`src/hw/rtl/pai_pkg.sv`:
```
`default_nettype none

package pai_pkg;

    localparam int CNT_W   = 7;
    localparam int POS_W   = 7;
    localparam int WORD_W  = 32;
    localparam int CMD_W   = 2;
    localparam int STAT_W  = 2;
    localparam int DEPTH_DEFAULT = 64;

    // command codes on the input
    localparam logic [CMD_W-1:0] CMD_INSERT  = 2'd0;
    localparam logic [CMD_W-1:0] CMD_DELETE  = 2'd1;
    localparam logic [CMD_W-1:0] CMD_DISPLAY = 2'd2;

    // classified operations
    localparam logic [1:0] OP_INSERT  = 2'd0;
    localparam logic [1:0] OP_DELETE  = 2'd1;
    localparam logic [1:0] OP_DISPLAY = 2'd2;
    localparam logic [1:0] OP_INVALID = 2'd3;

    localparam logic [STAT_W-1:0] ST_OK     = 2'd0;
    localparam logic [STAT_W-1:0] ST_FULL   = 2'd1;
    localparam logic [STAT_W-1:0] ST_EMPTY  = 2'd2;
    localparam logic [STAT_W-1:0] ST_BADPOS = 2'd3;

    localparam int Q_DEPTH = 2;
    localparam int Q_PTR_W = 1;

    typedef struct packed {
        logic [1:0]        op;
        logic              pos_zero;
        logic [POS_W-1:0]  pos_idx;
        logic [WORD_W-1:0] value;
    } pai_item_t;

endpackage

`default_nettype wire

```
`src/hw/rtl/pai_queue.sv`:
```
`default_nettype none

module pai_queue
    import pai_pkg::*;
(
    input  wire logic      clk,
    input  wire logic      rst_n,
    input  wire logic      wr_valid,
    output logic           wr_ready,
    input  wire pai_item_t wr_item,
    output logic           rd_valid,
    input  wire logic      rd_pop,
    output pai_item_t      rd_item
);

    localparam int QCNT_W = $clog2(Q_DEPTH + 1);

    pai_item_t         mem_reg [Q_DEPTH];
    logic [Q_PTR_W-1:0] wr_ptr_reg;
    logic [Q_PTR_W-1:0] wr_ptr_next;
    logic [Q_PTR_W-1:0] rd_ptr_reg;
    logic [Q_PTR_W-1:0] rd_ptr_next;
    logic [QCNT_W-1:0]  cnt_reg;
    logic [QCNT_W-1:0]  cnt_next;
    logic               do_wr;
    logic               do_rd;

    assign wr_ready = (cnt_reg != QCNT_W'(Q_DEPTH));
    assign rd_valid = (cnt_reg != '0);
    assign rd_item  = mem_reg[rd_ptr_reg];
    assign do_wr    = wr_valid && wr_ready;
    assign do_rd    = rd_pop && rd_valid;

    always_comb
    begin
        wr_ptr_next = do_wr ? wr_ptr_reg + Q_PTR_W'(1) : wr_ptr_reg;
        rd_ptr_next = do_rd ? rd_ptr_reg + Q_PTR_W'(1) : rd_ptr_reg;
        cnt_next    = cnt_reg;
        if (do_wr && !do_rd)
        begin
            cnt_next = cnt_reg + QCNT_W'(1);
        end
        else if (do_rd && !do_wr)
        begin
            cnt_next = cnt_reg - QCNT_W'(1);
        end
    end

    always_ff @(posedge clk or negedge rst_n)
    begin
        if (!rst_n)
        begin
            wr_ptr_reg <= '0;
            rd_ptr_reg <= '0;
            cnt_reg    <= '0;
        end
        else
        begin
            wr_ptr_reg <= wr_ptr_next;
            rd_ptr_reg <= rd_ptr_next;
            cnt_reg    <= cnt_next;
        end
    end

    always_ff @(posedge clk)
    begin
        if (do_wr)
        begin
            mem_reg[wr_ptr_reg] <= wr_item;
        end
    end

endmodule

`default_nettype wire

```
`config.mk`:
```
export PLATFORM = sky130hd
export DESIGN_NAME = pai_queue
export DESIGN_NICKNAME = d
export VERILOG_FILES = /design/src/hw/rtl/pai_pkg.sv /design/src/hw/rtl/pai_queue.sv
export SDC_FILE = /design/constraint.sdc
export NUM_CORES = 1
export LEC_CHECK = 0
export BUFFER_PORTS_ARGS = -buffer_cell sky130_fd_sc_hd__buf_2
export CAP_MARGIN = 20
export CORE_MARGIN = 2
export CORE_UTILIZATION = 40
export DETAILED_ROUTE_END_ITERATION = 7
export PLACE_DENSITY = 0.74
export RECOVER_POWER = 100
export SYNTH_ARGS = -nofsm -noshare
export SYNTH_HDL_FRONTEND = slang
export SYNTH_SLANG_ARGS = --single-unit
```
`constraint.sdc`:
```
create_clock -name clk -period 8.05 [get_ports clk]
set_clock_uncertainty 0.15 [all_clocks]
set_input_delay 0.4025 -clock clk [delete_from_list [all_inputs] [get_ports clk]]
set_output_delay 0.4025 -clock clk [all_outputs]
set_load 0.01 [all_outputs]
```
==> results by group <==
Critical path
  • Critical path's most frequent cell: clkbuf_1
  • CP arrival: 2980 ps
  • Crit end category: output pin
  • Worst path slowest cell: clkbuf_1
  • Worst EP required: 7500 ps
  • Slack of the worst reg-to-reg path: 4590 ps
  • Buf/Inv on CP: 2
  • Max incr delay on CP: 1300 ps
  • Startpoint type of the worst setup path: flip-flop
  • CP max FO: 29
  • Worst setup path class: flip-flop to output pin
  • Top delay family on crit path: buffers and inverters
  • Worst-path cell chain: clkbuf_1 > mux2_2 > clkbuf_1

Route
  • Vias post-DR: 1629
  • ANT nets after route: 0
  • Routed WL: 5320 um
  • DRC viols: 0
  • WL per Instance: 14.9 um
  • 1st-iter DRT viols: 62
  • First-pass iteration count of the detailed router: 4
  • Vias per cell: 4.55

Power and ir drop
  • P_sw: 403 uW
  • Seq pwr share: 48.8%
  • Switching Share: 29.3%
  • Pint: 973 uW
  • Comb power frac: 27.9%
  • Clock share of power: 23.3%
  • Max VDD drop: 0.173 mV
  • LEAKAGE: 0.00147 uW
  • Pwr Density: 345 nW/um2

STA
  • Hold Fails Final Rpt: 0
  • Worst-Margin Slew: 1940 ps
  • Post-layout min period: 3530 ps
  • Period utilization: 43.9%
  • Max Freq: 0.283 GHz
  • RSZ-0062 raised after global routing: false
  • Final count of negative-setup-slack endpoints: 0
  • Max_slew headroom: -29.3%
  • Setup WS post-layout: 4520 ps
  • WHS: 83.3 ps
  • TNS Setup: 0 ps
  • Slew Limit Fails: 101

Place
  • Placed Area: 3940 um2
  • Pre-CTS WS: 5720 ps
  • GP Congestion: 0.637
  • IO Port Bufs: 89
  • Placed insts: 340

Clock network
  • CTS tree: built
  • Clock Sinks: 88
  • Setup bufs post-CTS: 0
  • Clk root buf: clkbuf_8
  • PostCTS Resize Cnt: 0
  • Num CTS Buffers: 9
  • H-Tree Depth: 3
  • Clk Latency, worst-skew pair: 350 ps
  • Cts hold-fix bufs: 1
  • Maximum root-to-sink buffer count: 2
  • Clock transition at path regs: 90 ps

Global route
  • Vias in the first global route: 1606
  • Largest net degree at the start of global routing: 43
  • First-pass GRT wire length: 7470 um
  • Total track usage: 11.4%
  • Initial antenna violation count: 1
  • Total gr overflow: 0

Status
  • Failing checks: capacitance limit, slew limit
  • Status: finished, violations left

Floorplan
  • Die ar.: 9320 um2
  • Ports: 90
  • CORE AREA: 8260 um2
  • Die width: 96.6 um
  • Starting density of the core: 41.5%
  • # rows: 33
  • Die height: 96.6 um

Final layout
  • Final instance area: 3980 um2
  • Final cell count without fillers: 358
  • Share of cells above drive strength 1: 35.7%
  • Max reg flops: 84
  • Final #Nets: 294
  • Synth-to-Final Area Change: 16.2%

Yosys
  • Synthesized net count: 196
  • Register area share after synthesis: 76.5%
  • Synthesized cell area: 3430 um2
  • Synth cell types: 15
  • Yosys warnings: 0
  • Synth top area cells: edfxtp_1 (74%), mux2_4 (17%), dfrtp_1 (2.9%), buf_12 (2.3%), mux2_2 (0.99%)
  • Synth area leader: edfxtp_1
  • Seq cells post-synth: 88
  • Mapped Cells: 149
  • Yosys top cell area share: 73.6%
  • Mapped Avg Cell Area: 23.0 um2

Run
  • Total of max-cap violations: 3

Worst hold path
  • Hold/Removal Path Class: primary input to flip-flop
[power by group through the flow]
stage | Combinational [uW] | Clock, uW | Sequential (uW)
2_1_floorplan | 395 | 0 | 663
3_3_place_gp | 486 | 0 | 685
3_5_place_dp | 486 | 0 | 692
4_1_cts | 489 | 330 | 681
5_1_grt | 425 | 347 | 683
6_report | 383 | 321 | 672
[metrics by stage]
step,utilization [%],total power (uW)
after detailed placement,47.7,1180
after global routing,48.2,1450
after global placement,47.7,1170
final,48.2,1380
after CTS,50.4,1500
after floorplan,-,1060
[synthesized netlist by cell type, drive strengths merged]
| cell | count |
|---|---|
| or2 | 1 |
| ha | 1 |
| nand2b | 1 |
| nand2 | 2 |
| mux2 | 42 |
| dfrtp | 4 |
| nor2 | 2 |
| and3 | 1 |
| edfxtp | 84 |
| buf | 5 |
| xnor2 | 3 |
| xor2 | 2 |
| inv | 1 |
[final cells by class]
cell class | count | area (um2)
fill | 752 | 4280
sequential | 88 | 2620
multi-input combinational | 55 | 567
timing repair buffer | 92 | 443
clock buffer | 11 | 131
tap | 105 | 131
clock inverter | 5 | 81.3
inverter | 1 | 3.75
antenna | 1 | 2.50
[kinds of logic (layout without fill, tap and decap cells)]
| logic type | after synthesis | in the layout | synth area share (%) |
|---|---|---|---|
| XOR/XNOR | 5 | 5 | 1.28 |
| adder cells (fa/ha/maj) | 1 | 1 | 0.365 |
| buffers and inverters | 6 | 109 | 2.77 |
| flip-flops | 88 | 88 | 76.5 |
| multiplexers | 42 | 42 | 18.1 |
| other | 0 | 1 | 0 |
| AND/OR/NAND/NOR | 7 | 7 | 0.986 |
[routing by layer]
| metal | global-route usage (%) | share of wire, % |
|---|---|---|
| met4 | 6.34 | 2.0 |
| met5 | 0 | 0 |
| met3 | 4.58 | 8.2 |
| met2 | 19.2 | 50 |
| met1 | 12.1 | 39 |
[layout by cell type, fill, tap and decap left out]
| master | netlist | layout |
|---|---|---|
| and3_1 | 1 | 1 |
| buf_2 | 0 | 73 |
| bufinv_16 | 0 | 2 |
| clkbuf_1 | 0 | 20 |
| clkbuf_8 | 0 | 9 |
| clkinv_1 | 0 | 1 |
| clkinv_4 | 0 | 2 |
| dfrtp_1 | 4 | 4 |
| diode_2 | 0 | 1 |
| dlygate4sd3_1 | 0 | 1 |
| edfxtp_1 | 84 | 84 |
| ha_1 | 1 | 1 |
| inv_1 | 1 | 1 |
| mux2_1 | 0 | 38 |
| mux2_2 | 3 | 3 |
| mux2_4 | 39 | 1 |
| nand2_1 | 2 | 2 |
| nand2b_1 | 1 | 1 |
| nor2_1 | 2 | 2 |
| or2_0 | 0 | 1 |
| xnor2_1 | 3 | 3 |
| xor2_1 | 2 | 2 |
[path summary, 6_finish.rpt]
kind / startpoint / to / cells after the start
min in group asynchronous: rst_n / cnt_reg[1] / 2
worst min-delay path: wr_item[3] / mem_reg[0][3] / 1
worst max-delay path: rd_ptr_reg / rd_item[21] / 3
worst max register to register: cnt_reg[0] / mem_reg[0][28] / 4
max in group asynchronous: rst_n / rd_ptr_reg / 2
worst min register to register: cnt_reg[1] / cnt_reg[1] / 1
(Power assumes the default switching activity.)
