File: src/hw/rtl/pai_pkg.sv
`default_nettype none

package pai_pkg;

    localparam int CNT_W   = 7;
    localparam int POS_W   = 7;
    localparam int WORD_W  = 32;
    localparam int CMD_W   = 2;
    localparam int STAT_W  = 2;
    localparam int DEPTH_DEFAULT = 64;

    // command codes on the input
    localparam logic [CMD_W-1:0] CMD_INSERT  = 2'd0;
    localparam logic [CMD_W-1:0] CMD_DELETE  = 2'd1;
    localparam logic [CMD_W-1:0] CMD_DISPLAY = 2'd2;

    // classified operations
    localparam logic [1:0] OP_INSERT  = 2'd0;
    localparam logic [1:0] OP_DELETE  = 2'd1;
    localparam logic [1:0] OP_DISPLAY = 2'd2;
    localparam logic [1:0] OP_INVALID = 2'd3;

    localparam logic [STAT_W-1:0] ST_OK     = 2'd0;
    localparam logic [STAT_W-1:0] ST_FULL   = 2'd1;
    localparam logic [STAT_W-1:0] ST_EMPTY  = 2'd2;
    localparam logic [STAT_W-1:0] ST_BADPOS = 2'd3;

    localparam int Q_DEPTH = 2;
    localparam int Q_PTR_W = 1;

    typedef struct packed {
        logic [1:0]        op;
        logic              pos_zero;
        logic [POS_W-1:0]  pos_idx;
        logic [WORD_W-1:0] value;
    } pai_item_t;

endpackage

`default_nettype wire

File: src/hw/rtl/pai_front.sv
`default_nettype none

module pai_front
    import pai_pkg::*;
(
    input  wire logic              clk,
    input  wire logic              rst_n,
    input  wire logic              in_valid,
    output logic                   in_ready,
    input  wire logic [CMD_W-1:0]  in_command,
    input  wire logic [POS_W-1:0]  in_position,
    input  wire logic [WORD_W-1:0] in_value,
    output logic                   push_valid,
    input  wire logic              push_ready,
    output pai_item_t              push_item
);

    logic      valid_reg;
    logic      valid_next;
    pai_item_t item_reg;
    pai_item_t item_next;

    assign in_ready   = !valid_reg || push_ready;
    assign push_valid = valid_reg;
    assign push_item  = item_reg;

    always_comb
    begin
        unique case (in_command)
            CMD_INSERT:  item_next.op = OP_INSERT;
            CMD_DELETE:  item_next.op = OP_DELETE;
            CMD_DISPLAY: item_next.op = OP_DISPLAY;
            default:     item_next.op = OP_INVALID;
        endcase
        item_next.pos_zero = (in_position == '0);
        item_next.pos_idx  = in_position - POS_W'(1);
        item_next.value    = in_value;
    end

    always_comb
    begin
        valid_next = valid_reg;
        if (in_ready)
        begin
            valid_next = in_valid;
        end
    end

    always_ff @(posedge clk or negedge rst_n)
    begin
        if (!rst_n)
        begin
            valid_reg <= 1'b0;
        end
        else
        begin
            valid_reg <= valid_next;
        end
    end

    always_ff @(posedge clk)
    begin
        if (in_ready && in_valid)
        begin
            item_reg <= item_next;
        end
    end

endmodule

`default_nettype wire

File: config.mk
export PLATFORM = sky130hd
export DESIGN_NAME = pai_front
export DESIGN_NICKNAME = d
export VERILOG_FILES = /design/src/hw/rtl/pai_pkg.sv /design/src/hw/rtl/pai_front.sv
export SDC_FILE = /design/constraint.sdc
export NUM_CORES = 1
export LEC_CHECK = 0
export ABC_AREA = 1
export CAP_MARGIN = 20
export CORE_UTILIZATION = 35
export DETAILED_ROUTE_END_ITERATION = 6
export DONT_BUFFER_PORTS = 1
export HOLD_SLACK_MARGIN = 0.05
export SLEW_MARGIN = 20
export SYNTH_ARGS = -nofsm -noshare
export SYNTH_HDL_FRONTEND = slang
export SYNTH_SLANG_ARGS = --single-unit
export TNS_END_PERCENT = 20
File: constraint.sdc
create_clock -name clk -period 4.8 [get_ports clk]
set_input_delay 0.72 -clock clk [delete_from_list [all_inputs] [get_ports clk]]
set_output_delay 0.72 -clock clk [all_outputs]
set_load 0.05 [all_outputs]
==> out/metrics.sh, run 1 <==
ACTUAL_SLEW_AT_THE_WORST_MAX_SLEW_PIN_NS=0.637
FP.COREAREA_UM2=4000
SYNTH_EDF_COUNT=42
MAX_SLEW_MARGIN_PCT=57.4
DRTANTENNAVIOLNETS=0
YOSYS-TOP-CELLS-COUNT='edfxtp_1, inv_1, nand2_1'
FIRST_GLOBAL_VIAS=614
MAX_CLOCK_FREQ_MHz=459
TIMING.CLOCK.SKEW_NS=0.00535
SYNTHCELLS=78
TIMING.CRITICAL_PATH.REQUIRED_NS=4.08
SYNTH_TOP_AREA_SHARE_PCT=85.9
DETAILED_PLACE_HPWL_UM=1820
DRCVIOLATIONCOUNT=0
RESULT_OF_THE_RUN='completed'
MAX_CAP_VIOLATIONS=0
DIE_HEIGHT_UM=66.8
COUNT_OF_DISTINCT_CELL_TYPES_IN_THE_SYNTHESIZED_NETLIST=13
WORST-ENDPOINT-ARRIVAL_NS=1.46
CLOCK_TREE.HTREE_LEVEL_COUNT=2
WORST_HOLD_PATH_TYPE='primary input to async pin'
MULTI_INPUT_COMB_AREA_UM2=151
UNREPAIRED_SETUP_ENDPOINTS_AFTER_GLOBAL_ROUTING='false'
CTS_TREE='built'
POWER.STATIC_LEAKAGE_nW=0.588
PATH_CELLS='nand2_1'
CLOCK_LATENCY_OF_THE_LATER_CLOCKED_REGISTER_IN_THE_WORST_SKEW_PAIR_NS=0.28
ANTENNA_CELLS=0
WORST_IR_DROP_VDD_uV=122
TIMING.SETUP.CRITICAL_PATH_CLASS='flop to output port'
GRT_PASS1_WL_UM=3270
SYNTHFLOPTYPE='edfxtp_1'
FINAL.PERIOD_UTILIZATION_PCT=45.4
REGISTER_AREA_UM2=1290
DIE_WIDTH_UM=66.8
FINAL_PERIOD_MINUS_WORST_SETUP_SLACK_NS=2.18
FIRSTDRTPASSITERS=3
YOSYSSEQAREASHARE_PCT=87.6
YS_WARN_COUNT=0
ROW_COUNT=23
CTSRESIZECOUNT=0
NUMBER_OF_NETS_IN_THE_FINISHED_DESIGN=131
SLEW_VIOL_FINAL=0
IO_PINS=89
ASYNC_FLOP_SHARE_PCT=2.33
CRIT_FAMILY='flip-flops'
TIMING.CRITICAL_PATH.TO_TYPE='output port'
CLK_PIN_SLEW_NS=0.07
START_UTIL_PCT=36.7
START_KIND='flop'
BUFFER_DEPTH_OF_THE_LONGEST_CLOCK_PATH=2
SYN_AREA_PER_CELL_UM2=18.8
DIE_AREA_UM2=4460
FINAL.FILL_COUNT=357
VIA_PER_INST=4.83
AVERAGE_WIRE_PER_STANDARD_CELL_UM=17.7
GRT_USE_TOTAL_PCT=10.9
SYNTH_TOP_CELLS_BY_AREA='edfxtp_1, inv_1, nand2_1, xor2_1, dfrtp_1'
COMBINED_AREA_OF_ALL_SYNTHESIZED_CELLS_UM2=1470
NUMCTSBUFFERS=5
CLOCK_TREE.ROOT_CELL='clkbuf_8'
GRT_OVERFLOW_TOTAL=0
IO_BUFFERS=0
SYNTH.FF_LATCH_COUNT=43
DRTITER0DRC=62
TIMING.CRITICAL_PATH.FANOUT_MAX=3
HOLD_BUFFERS=0
DRT-TOTAL-WL_UM=2390
GRT_ANTENNA_BEFORE_REPAIR=0
PIN_COUNT_OF_THE_BIGGEST_NET_ENTERING_GLOBAL_ROUTING=26
FINAL_HOLD_VIO_COUNT=0
POST_ROUTE_CELLS_DRIVE_ABOVE_1_SHARE_PCT=14.1
POWER.DENSITY_nW_PER_UM2=471
CTS_SINK_COUNT=43
NUM_VIAS=652
CRITICAL_PATH_BUF_INV_COUNT=0
POST_CTS_SETUP_BUFFERS=0
POWER.TOTAL_W=0.000783
FINALWEIGHTEDCONGESTION=0.678
SYNTH_TOP_AREA_CELL='edfxtp_1'
FINALSETUPVIOLCOUNT=0
CRITPATHMAXSTAGEDELAY_NS=0.71
POST-SYNTH-TOP-COUNT-CELL='edfxtp_1'
FIN_TNS_SETUP_NS=0
SYN2LAYOUT_AREA_GROWTH_PCT=13.2
SYNTHESIS.NETS=125
CP_SLOWEST_CELL='dfrtp_1'
## flip-flops by register name (all words and copies together) (netlist names)
| signal | count |
|---|---|
| push_valid | 1 |
| push_item | 42 |
## report_power, final
| part | switching (W) | internal (W) | leakage, nW |
|---|---|---|---|
| Sequential | 0.0000784 | 0.000440 | 0.411 |
| Clock | 0.000108 | 0.000131 | 0.0515 |
| Combinational | 0.0000179 | 0.00000746 | 0.126 |
## cell usage in the layout (no fill, tap or decap), drive strengths merged
master | Yosys | routed
buf | 0 | 1
xor2 | 3 | 3
ha | 2 | 2
dfrtp | 1 | 1
inv | 9 | 9
nand2 | 8 | 8
nand4 | 2 | 2
a21oi | 1 | 1
nand3 | 3 | 3
nor2 | 5 | 5
clkbuf | 2 | 8
edfxtp | 42 | 42
## cells by family after synthesis
kind of cell    share of synthesized area, %
xor+xnor                                1.79
flops                                   87.6
compound gates                         0.341
buf+inv                                 2.81
simple gates                            5.71
fa+ha+maj                               1.70
## metal layers
metal	up-vias	routed length, µm	GRT usage, %	part of all wire, %
met4	0	12	3.99	0.50
met5	-	0	0	0
met3	2	279	7.53	12
met2	62	1230	19.1	51
met1	302	867	9.71	36
li1	286	-	-	-
## path summary, 6_finish.rpt
path / startpoint / endpoint / slack (ns) / cells after the start
setup reg to reg: push_valid / push_item[2] / 3.01 / 2
max in group asynchronous: rst_n / push_valid / 4.61 / 0
hold reg to reg: push_valid / push_item[20] / 1.19 / 1
hold / removal: rst_n / push_valid / 0.12 / 0
min in group clk: in_value[31] / push_item[31] / 0.53 / 0
setup / recovery: push_valid / in_ready / 2.62 / 1
## layout make-up
class                   instances  area share [%]
inverters                       9            2.03
multi-input cells              24            9.11
well taps                      50            3.77
flip-flops and latches         43            77.4
repair buffers                  1            1.66
clock buffers                   8            6.02
## through the flow
step	cells	hold slack (ns)	setup WS, ns	utilization [%]	cell area (µm²)
floorplan	78	0.424	1.53	-	1470
global placement	126	0.424	2.70	38.3	1530
detailed placement	127	0.424	2.90	39.0	1560
CTS	135	0.115	2.61	41.5	1660
global route	135	0.0996	2.56	41.5	1660
finish	135	0.124	2.62	41.5	1660
(Power assumes the default switching activity.)
==> run 2, diff against run 1 <==
==> constraint.sdc (replaced) <==
create_clock -name clk -period 2.12 [get_ports clk]
set_input_delay 0.318 -clock clk [delete_from_list [all_inputs] [get_ports clk]]
set_output_delay 0.318 -clock clk [all_outputs]
set_load 0.05 [all_outputs]
==> run 2 against run 1 <==
  * Count of clock-buffer cells in the layout is 2 lower
  * Core utilization is 0.88 points higher
  * Clock skew is 0.0035 ns higher
  * First-iteration DRC count is 9.7% higher
  * Critical path type unchanged
  * Critical endpoint unchanged
  * Largest cell class unchanged
  * Largest power group unchanged
  * Highest routed layer unchanged
==> out/metrics.sh, run 2 (synthesized netlist as in run 1, its figures left out) <==
RESULT_OF_THE_RUN='completed'  # unchanged
DIE_HEIGHT_UM=66.8  # unchanged
TIMING.CRITICAL_PATH.FANOUT_MAX=3  # unchanged
NUMBER_OF_NETS_IN_THE_FINISHED_DESIGN=132  # was 131
DRTANTENNAVIOLNETS=0  # unchanged
POWER.DENSITY_nW_PER_UM2=1150  # was 471 nW/µm²
FINALSETUPVIOLCOUNT=0  # unchanged
FP.COREAREA_UM2=4000  # unchanged
DETAILED_PLACE_HPWL_UM=1700  # was 1820 µm
AVERAGE_WIRE_PER_STANDARD_CELL_UM=17.4  # was 17.7 µm
MAX_CAP_VIOLATIONS=0  # unchanged
ROW_COUNT=23  # unchanged
DRT-TOTAL-WL_UM=2370  # was 2390 µm
CTS_SINK_COUNT=43  # unchanged
VIA_PER_INST=4.72  # was 4.83
PLACE_AREA_UM2=1550  # was 1560 µm²
UNREPAIRED_SETUP_ENDPOINTS_AFTER_GLOBAL_ROUTING='false'  # unchanged
CRITPATHMAXSTAGEDELAY_NS=0.70  # was 0.71 ns
CTSRESIZECOUNT=0  # unchanged
MOSTFREQUENTLAYOUTCELL='edfxtp_1'  # unchanged
CRITICAL_PATH_BUF_INV_COUNT=0  # unchanged
TOP_LIBRARY_CELLS_BY_USAGE_IN_THE_LAYOUT_FILL_AND_TAPS_ASIDE='edfxtp_1, inv_1, nand2_1, clkbuf_8'  # unchanged
PATH_CELLS='nand2_1'  # unchanged
GRT_PASS1_WL_UM=2920  # was 3270 µm
PIN_COUNT_OF_THE_BIGGEST_NET_ENTERING_GLOBAL_ROUTING=43  # was 26
LARGEST_REGISTER_FFS=42  # unchanged
FINAL.PERIOD_UTILIZATION_PCT=84.0
GRT_USE_TOTAL_PCT=9.82  # was 10.9%
HOLD_BUFFERS=1  # was 0
CLOCK_TREE.HTREE_LEVEL_COUNT=2  # unchanged
MAX_CLOCK_FREQ_MHz=562
DIE_AREA_UM2=4460  # unchanged
CP_SLOWEST_CELL='dfrtp_1'  # unchanged
START_UTIL_PCT=36.7  # unchanged
MAX_SLEW_MARGIN_PCT=62.5  # was 57.4%
TIMING.CLOCK.SKEW_NS=0.00880  # was 0.00535 ns
BUFFER_DEPTH_OF_THE_LONGEST_CLOCK_PATH=2  # unchanged
CRIT_FAMILY='flip-flops'  # unchanged
FIN_TNS_SETUP_NS=0  # unchanged
WORST-ENDPOINT-ARRIVAL_NS=1.46  # about the same
SYN2LAYOUT_AREA_GROWTH_PCT=15.6  # was 13.2%
CTS_TREE='built'  # unchanged
STDCELL_AREA_UM2=1700  # was 1660 µm²
NUM_VIAS=642  # was 652
ANTENNA_CELLS=0  # unchanged
FIRST_GLOBAL_VIAS=569  # was 614
FINAL_PERIOD_MINUS_WORST_SETUP_SLACK_NS=1.78
FINAL_HOLD_VIO_COUNT=0  # unchanged
GRT_OVERFLOW_TOTAL=0  # unchanged
DRCVIOLATIONCOUNT=0  # unchanged
TIMING.CRITICAL_PATH.REQUIRED_NS=1.80  # was 4.08 ns
FIRSTDRTPASSITERS=3  # unchanged
GRT_ANTENNA_BEFORE_REPAIR=0  # unchanged
WORST_IR_DROP_VDD_uV=357  # was 122 µV
CLK_PIN_SLEW_NS=0.08  # was 0.07 ns
CLOCK_TREE.ROOT_CELL='clkbuf_8'  # unchanged
START_KIND='flop'  # unchanged
NUMCTSBUFFERS=5  # unchanged
IO_BUFFERS=0  # unchanged
CLOCK_LATENCY_OF_THE_LATER_CLOCKED_REGISTER_IN_THE_WORST_SKEW_PAIR_NS=0.29  # was 0.28 ns
SLEW_VIOL_FINAL=0  # unchanged
POST_CTS_SETUP_BUFFERS=0  # unchanged
DRTITER0DRC=68  # was 62
TIMING.CRITICAL_PATH.TO_TYPE='output port'  # unchanged
POST_ROUTE_CELLS_DRIVE_ABOVE_1_SHARE_PCT=14.0  # was 14.1%
TIMING.SETUP.CRITICAL_PATH_CLASS='flop to output port'  # unchanged
IO_PINS=89  # unchanged
FINALWEIGHTEDCONGESTION=0.667  # was 0.678
WORST_HOLD_PATH_TYPE='primary input to flop'  # was primary input to async pin
ACTUAL_SLEW_AT_THE_WORST_MAX_SLEW_PIN_NS=0.562  # was 0.637 ns
POWER.STATIC_LEAKAGE_nW=0.603  # was 0.588 nW
DIE_WIDTH_UM=66.8  # unchanged
-- run 2: changes by cell type in the layout (fill, tap and decap cells not counted) --
cell and delta:
bufinv_16 +2, clkbuf_8 -2, buf_12 +1, buf_16 -1, dlygate4sd3_1 +1
-- run 2: through the flow --
stage	hold WS (ns)	util, %	total power (W)	setup WS [ns]	instances
after floorplan	0.0224	-	0.00123	0.303	78
after global placement	0.0224	38.8	0.00125	0.668	127
after detailed placement	0.0225	38.8	0.00125	0.647	127
after CTS	0.108	42.4	0.00198	0.317	136
after global routing	0.0997	42.4	0.00202	0.296	136
final	0.118	42.4	0.00196	0.340	136
-- run 2: layer usage --
layer / wire [µm] / share of wire (%) / global-route usage [%]
met1: 861 / 36 / 9.06
met2: 1220 / 52 / 15.8
met3: 239 / 10 / 6.85
met4: 48 / 2.0 / 5.59
met5: 0 / 0 / 0
-- run 2: path summary, 6_finish.rpt --
path,startpoint,end,slack (ns),depth (start not counted)
max in group asynchronous,rst_n,push_valid,1.79,1
hold / removal,in_value[28],push_item[28],0.12,0
setup reg to reg,push_valid,push_item[1],0.68,2
hold reg to reg,push_valid,push_item[12],1.19,2
min in group asynchronous,rst_n,push_valid,0.23,1
setup / recovery,push_valid,in_ready,0.34,1
-- run 2: power by group --
group,internal (W),switching (W),total (W)
logic,0.0000162,0.0000402,0.0000565
registers,0.000995,0.000178,0.00117
clock network,0.000471,0.000259,0.000730
-- run 2: layout make-up --
| class | count | area, µm² |
|---|---|---|
| fillers | 342 | 2300 |
| flip-flops and latches | 43 | 1290 |
| multi-input cells | 24 | 151 |
| clock buffers | 6 | 72.6 |
| well taps | 50 | 62.6 |
| clock inverters | 2 | 60.1 |
| inverters | 9 | 33.8 |
| repair buffers | 2 | 30.0 |
-- run 2: worst reg2reg max path: cells and delay by family, from the launching register on --
family	cells	cell delay [ns]
flops	1	0.60
compound gates	1	0.26
buf+inv	1	0.25
==> run 3, diff against run 2 <==
==> constraint.sdc (replaced) <==
create_clock -name clk -period 1.7 [get_ports clk]
set_input_delay 0.255 -clock clk [delete_from_list [all_inputs] [get_ports clk]]
set_output_delay 0.255 -clock clk [all_outputs]
set_load 0.05 [all_outputs]
==> run 3 against run 2 <==
  * Final area increased by 18%
  * Sequential power increased by 26%
  * Total power increased by 14%
  * Count of clock-buffer cells in the layout increased by 1
  * Flip-flop and latch count unchanged
  * Core utilization increased by 7.5 points
  * Combinational power increased by 140%
  * First-iteration DRC count increased by 15%
  * Die area unchanged
  * Wire length increased by 15%
  * Clock power decreased by 14%
  * Critical path type unchanged
==> out/metrics.sh, run 3 (synthesized netlist as in run 1, its figures left out) <==
MOSTFREQUENTLAYOUTCELL='edfxtp_1'  # unchanged
SLEW_VIOL_FINAL=0  # unchanged
HOLD_PATH.STARTPOINT='in_valid'  # was in_value[28]
GRT_ANTENNA_BEFORE_REPAIR=0  # unchanged
FINAL.FILL_COUNT=340  # was 342
POWER.TOTAL_W=0.00223  # was 0.00196 W
MAX_SLEW_MARGIN_PCT=66.3  # was 62.5%
MIN_PATH_CELLS=2  # was 0
TOP_LIBRARY_CELLS_BY_USAGE_IN_THE_LAYOUT_FILL_AND_TAPS_ASIDE='edfxtp_1, dlygate4sd3_1, inv_1, nand2_1, clkbuf_8'  # was edfxtp_1, inv_1, nand2_1, clkbuf_8
FF2FF_SETUP_SLACK_NS=0.39  # was 0.68 ns
POWER_SWITCHING_SHARE_PCT=26.4  # was 24.4%
RESULT_OF_THE_RUN='completed'  # unchanged
TIMING.CLOCK.SKEW_NS=0.00505  # was 0.00880 ns
PATH_CELLS='nand2_1'  # unchanged
UNREPAIRED_SETUP_ENDPOINTS_AFTER_GLOBAL_ROUTING='false'  # unchanged
CLOCK_TREE.HTREE_LEVEL_COUNT=2  # unchanged
FIRST_GLOBAL_VIAS=710  # was 569
SHARE_COMB_OF_TOTAL_POWER_PCT=6.1  # was 2.9%
CLOCK_TREE.ROOT_CELL='clkbuf_8'  # unchanged
BUFFER_DEPTH_OF_THE_LONGEST_CLOCK_PATH=2  # unchanged
GRT_OVERFLOW_TOTAL=0  # unchanged
TIMING.CRITICAL_PATH.REQUIRED_NS=1.44  # was 1.80 ns
RR_ENDPOINT='push_item[24]'  # was push_item[1]
AVERAGE_WIRE_PER_STANDARD_CELL_UM=16.0  # was 17.4 µm
FINAL.PERIOD_UTILIZATION_PCT=89.1
CTSRESIZECOUNT=0  # unchanged
POST_ROUTE_CELLS_DRIVE_ABOVE_1_SHARE_PCT=10.8  # was 14.0%
DIE_WIDTH_UM=66.8  # unchanged
NET-SWITCHING-POWER_W=0.000590  # was 0.000478 W
POWER.STATIC_LEAKAGE_nW=0.727  # was 0.603 nW
CP_SLOWEST_CELL='dfrtp_2'  # was dfrtp_1
MAX_CLOCK_FREQ_MHz=660
GRT_PASS1_WL_UM=3440  # was 2920 µm
GR-USAGE-MET2_PCT=19.7  # was 15.8%
IO_PINS=89  # unchanged
DRTITER0DRC=78  # was 68
TIMING.SETUP.CRITICAL_PATH_CLASS='flop to output port'  # unchanged
GRT_USE_TOTAL_PCT=11.7  # was 9.82%
CRIT-REG2REG-LAUNCH='push_valid'  # unchanged
ANTENNA_CELLS=0  # unchanged
CRITICAL_PATH_BUF_INV_COUNT=0  # unchanged
DETAILED_PLACE_HPWL_UM=1780  # was 1700 µm
NUMCTSBUFFERS=5  # unchanged
POWER.DENSITY_nW_PER_UM2=1120  # was 1150 nW/µm²
GRTUSAGEMET3_PCT=8.73  # was 6.85%
VIA_PER_INST=4.64  # was 4.72
CRITICAL_PATH.STARTPOINT='push_valid'  # unchanged
NUM_VIAS=789  # was 642
ACTUAL_SLEW_AT_THE_WORST_MAX_SLEW_PIN_NS=0.506  # was 0.562 ns
FINALWEIGHTEDCONGESTION=0.669  # was 0.667
DRCVIOLATIONCOUNT=0  # unchanged
CTS_TREE='built'  # unchanged
SYN2LAYOUT_AREA_GROWTH_PCT=36.1  # was 15.6%
GRT_MAX_USAGE_LAYER='met2'  # unchanged
MAX_CAP_VIOLATIONS=0  # unchanged
P_INT_W=0.00164  # was 0.00148 W
WORST_HOLD_PATH_TYPE='primary input to flop'  # unchanged
CRITPATHMAXSTAGEDELAY_NS=0.54  # was 0.70 ns
TIMING.CRITICAL_PATH.FANOUT_MAX=3  # unchanged
POST_CTS_SETUP_BUFFERS=0  # unchanged
DRTANTENNAVIOLNETS=0  # unchanged
CLOCK_LATENCY_OF_THE_LATER_CLOCKED_REGISTER_IN_THE_WORST_SKEW_PAIR_NS=0.28  # was 0.29 ns
RR_WORST_DEPTH=2  # unchanged
WORST_IR_DROP_VDD_uV=334  # was 357 µV
CLOCK_POWER_SHARE_PCT=28.3  # was 37.3%
PIN_COUNT_OF_THE_BIGGEST_NET_ENTERING_GLOBAL_ROUTING=43  # unchanged
DP_CELLS=127  # unchanged
FINAL_HOLD_VIO_COUNT=0  # unchanged
FINALSETUPVIOLCOUNT=0  # unchanged
CRIT_FAMILY='flip-flops'  # unchanged
DIE_AREA_UM2=4460  # unchanged
START_KIND='flop'  # unchanged
IO_BUFFERS=0  # unchanged
LARGEST_REGISTER_FFS=42  # unchanged
FIN_CELLS=170  # was 136
ROW_COUNT=23  # unchanged
NUMBER_OF_NETS_IN_THE_FINISHED_DESIGN=166  # was 132
FIRSTDRTPASSITERS=4  # was 3
CTS_SINK_COUNT=43  # unchanged
TIMING.CRITICAL_PATH.TO_TYPE='output port'  # unchanged
HOLD_BUFFERS=22  # was 1
WORST-ENDPOINT-ARRIVAL_NS=1.26  # was 1.46 ns
P_SEQ_SHARE_PCT=65.7  # was 59.9%
FINAL_PERIOD_MINUS_WORST_SETUP_SLACK_NS=1.51
CLK_PIN_SLEW_NS=0.07  # was 0.08 ns
START_UTIL_PCT=36.7  # unchanged
DRT-TOTAL-WL_UM=2730  # was 2370 µm
STDCELL_AREA_UM2=2000  # was 1700 µm²
PLACE_AREA_UM2=1560  # was 1550 µm²
DIE_HEIGHT_UM=66.8  # unchanged
FP.COREAREA_UM2=4000  # unchanged
GRT_UTIL_MET1_PCT=9.43  # was 9.06%
HOLD_END='push_valid'  # was push_item[28]
run 3: changes by cell type in the layout (fill, tap and decap cells not counted), sizes merged:
cell and delta:
clkinv +1, dlygate4sd3 +34, bufinv -2, clkbuf +1
run 3: cell type report:
cell class / count / area (µm²) / area share [%]
Clock buffer: 7 / 86.3 / 4.32
Timing Repair Buffer: 36 / 370 / 18.5
Sequential cell: 43 / 1290 / 64.5
Multi-Input combinational cell: 24 / 151 / 7.58
Inverter: 9 / 33.8 / 1.69
Clock inverter: 1 / 5.00 / 0.251
Tap cell: 50 / 62.6 / 3.13
run 3: worst max-delay path by stage:
stage	to	cells past startpoint
after floorplan	push_item[0]	1
after global placement	push_item[0]	2
after detailed placement	push_item[15]	2
after CTS	in_ready	1
after global routing	in_ready	1
final	in_ready	1
run 3: metrics by stage:
step	worst slack [ns]	hold WS (ns)	TNS (ns)	utilization [%]
after floorplan	-0.00928	-0.0406	-0.390	-
after global placement	0.437	-0.0406	0	38.9
after detailed placement	0.418	-0.0406	0	38.9
after CTS	0.180	0.0536	0	46.7
after global routing	0.146	0.124	0	49.9
final	0.186	0.123	0	49.9
run 3: metal layers:
layer  up-vias  wire length (µm)
met5         -                 0
met4         0                67
met3         9               384
met2        58              1410
met1       365               861
li1        357                 -
run 3: power by group through the flow:
| stage | Clock (W) | Combinational (W) | Sequential [W] |
|---|---|---|---|
| floorplan | 0 | 0.0000522 | 0.00148 |
| global route | 0.000694 | 0.000147 | 0.00147 |
| detailed placement | 0 | 0.0000704 | 0.00149 |
| finish | 0.000630 | 0.000135 | 0.00147 |
| global placement | 0 | 0.0000670 | 0.00149 |
| CTS | 0.000657 | 0.000111 | 0.00146 |
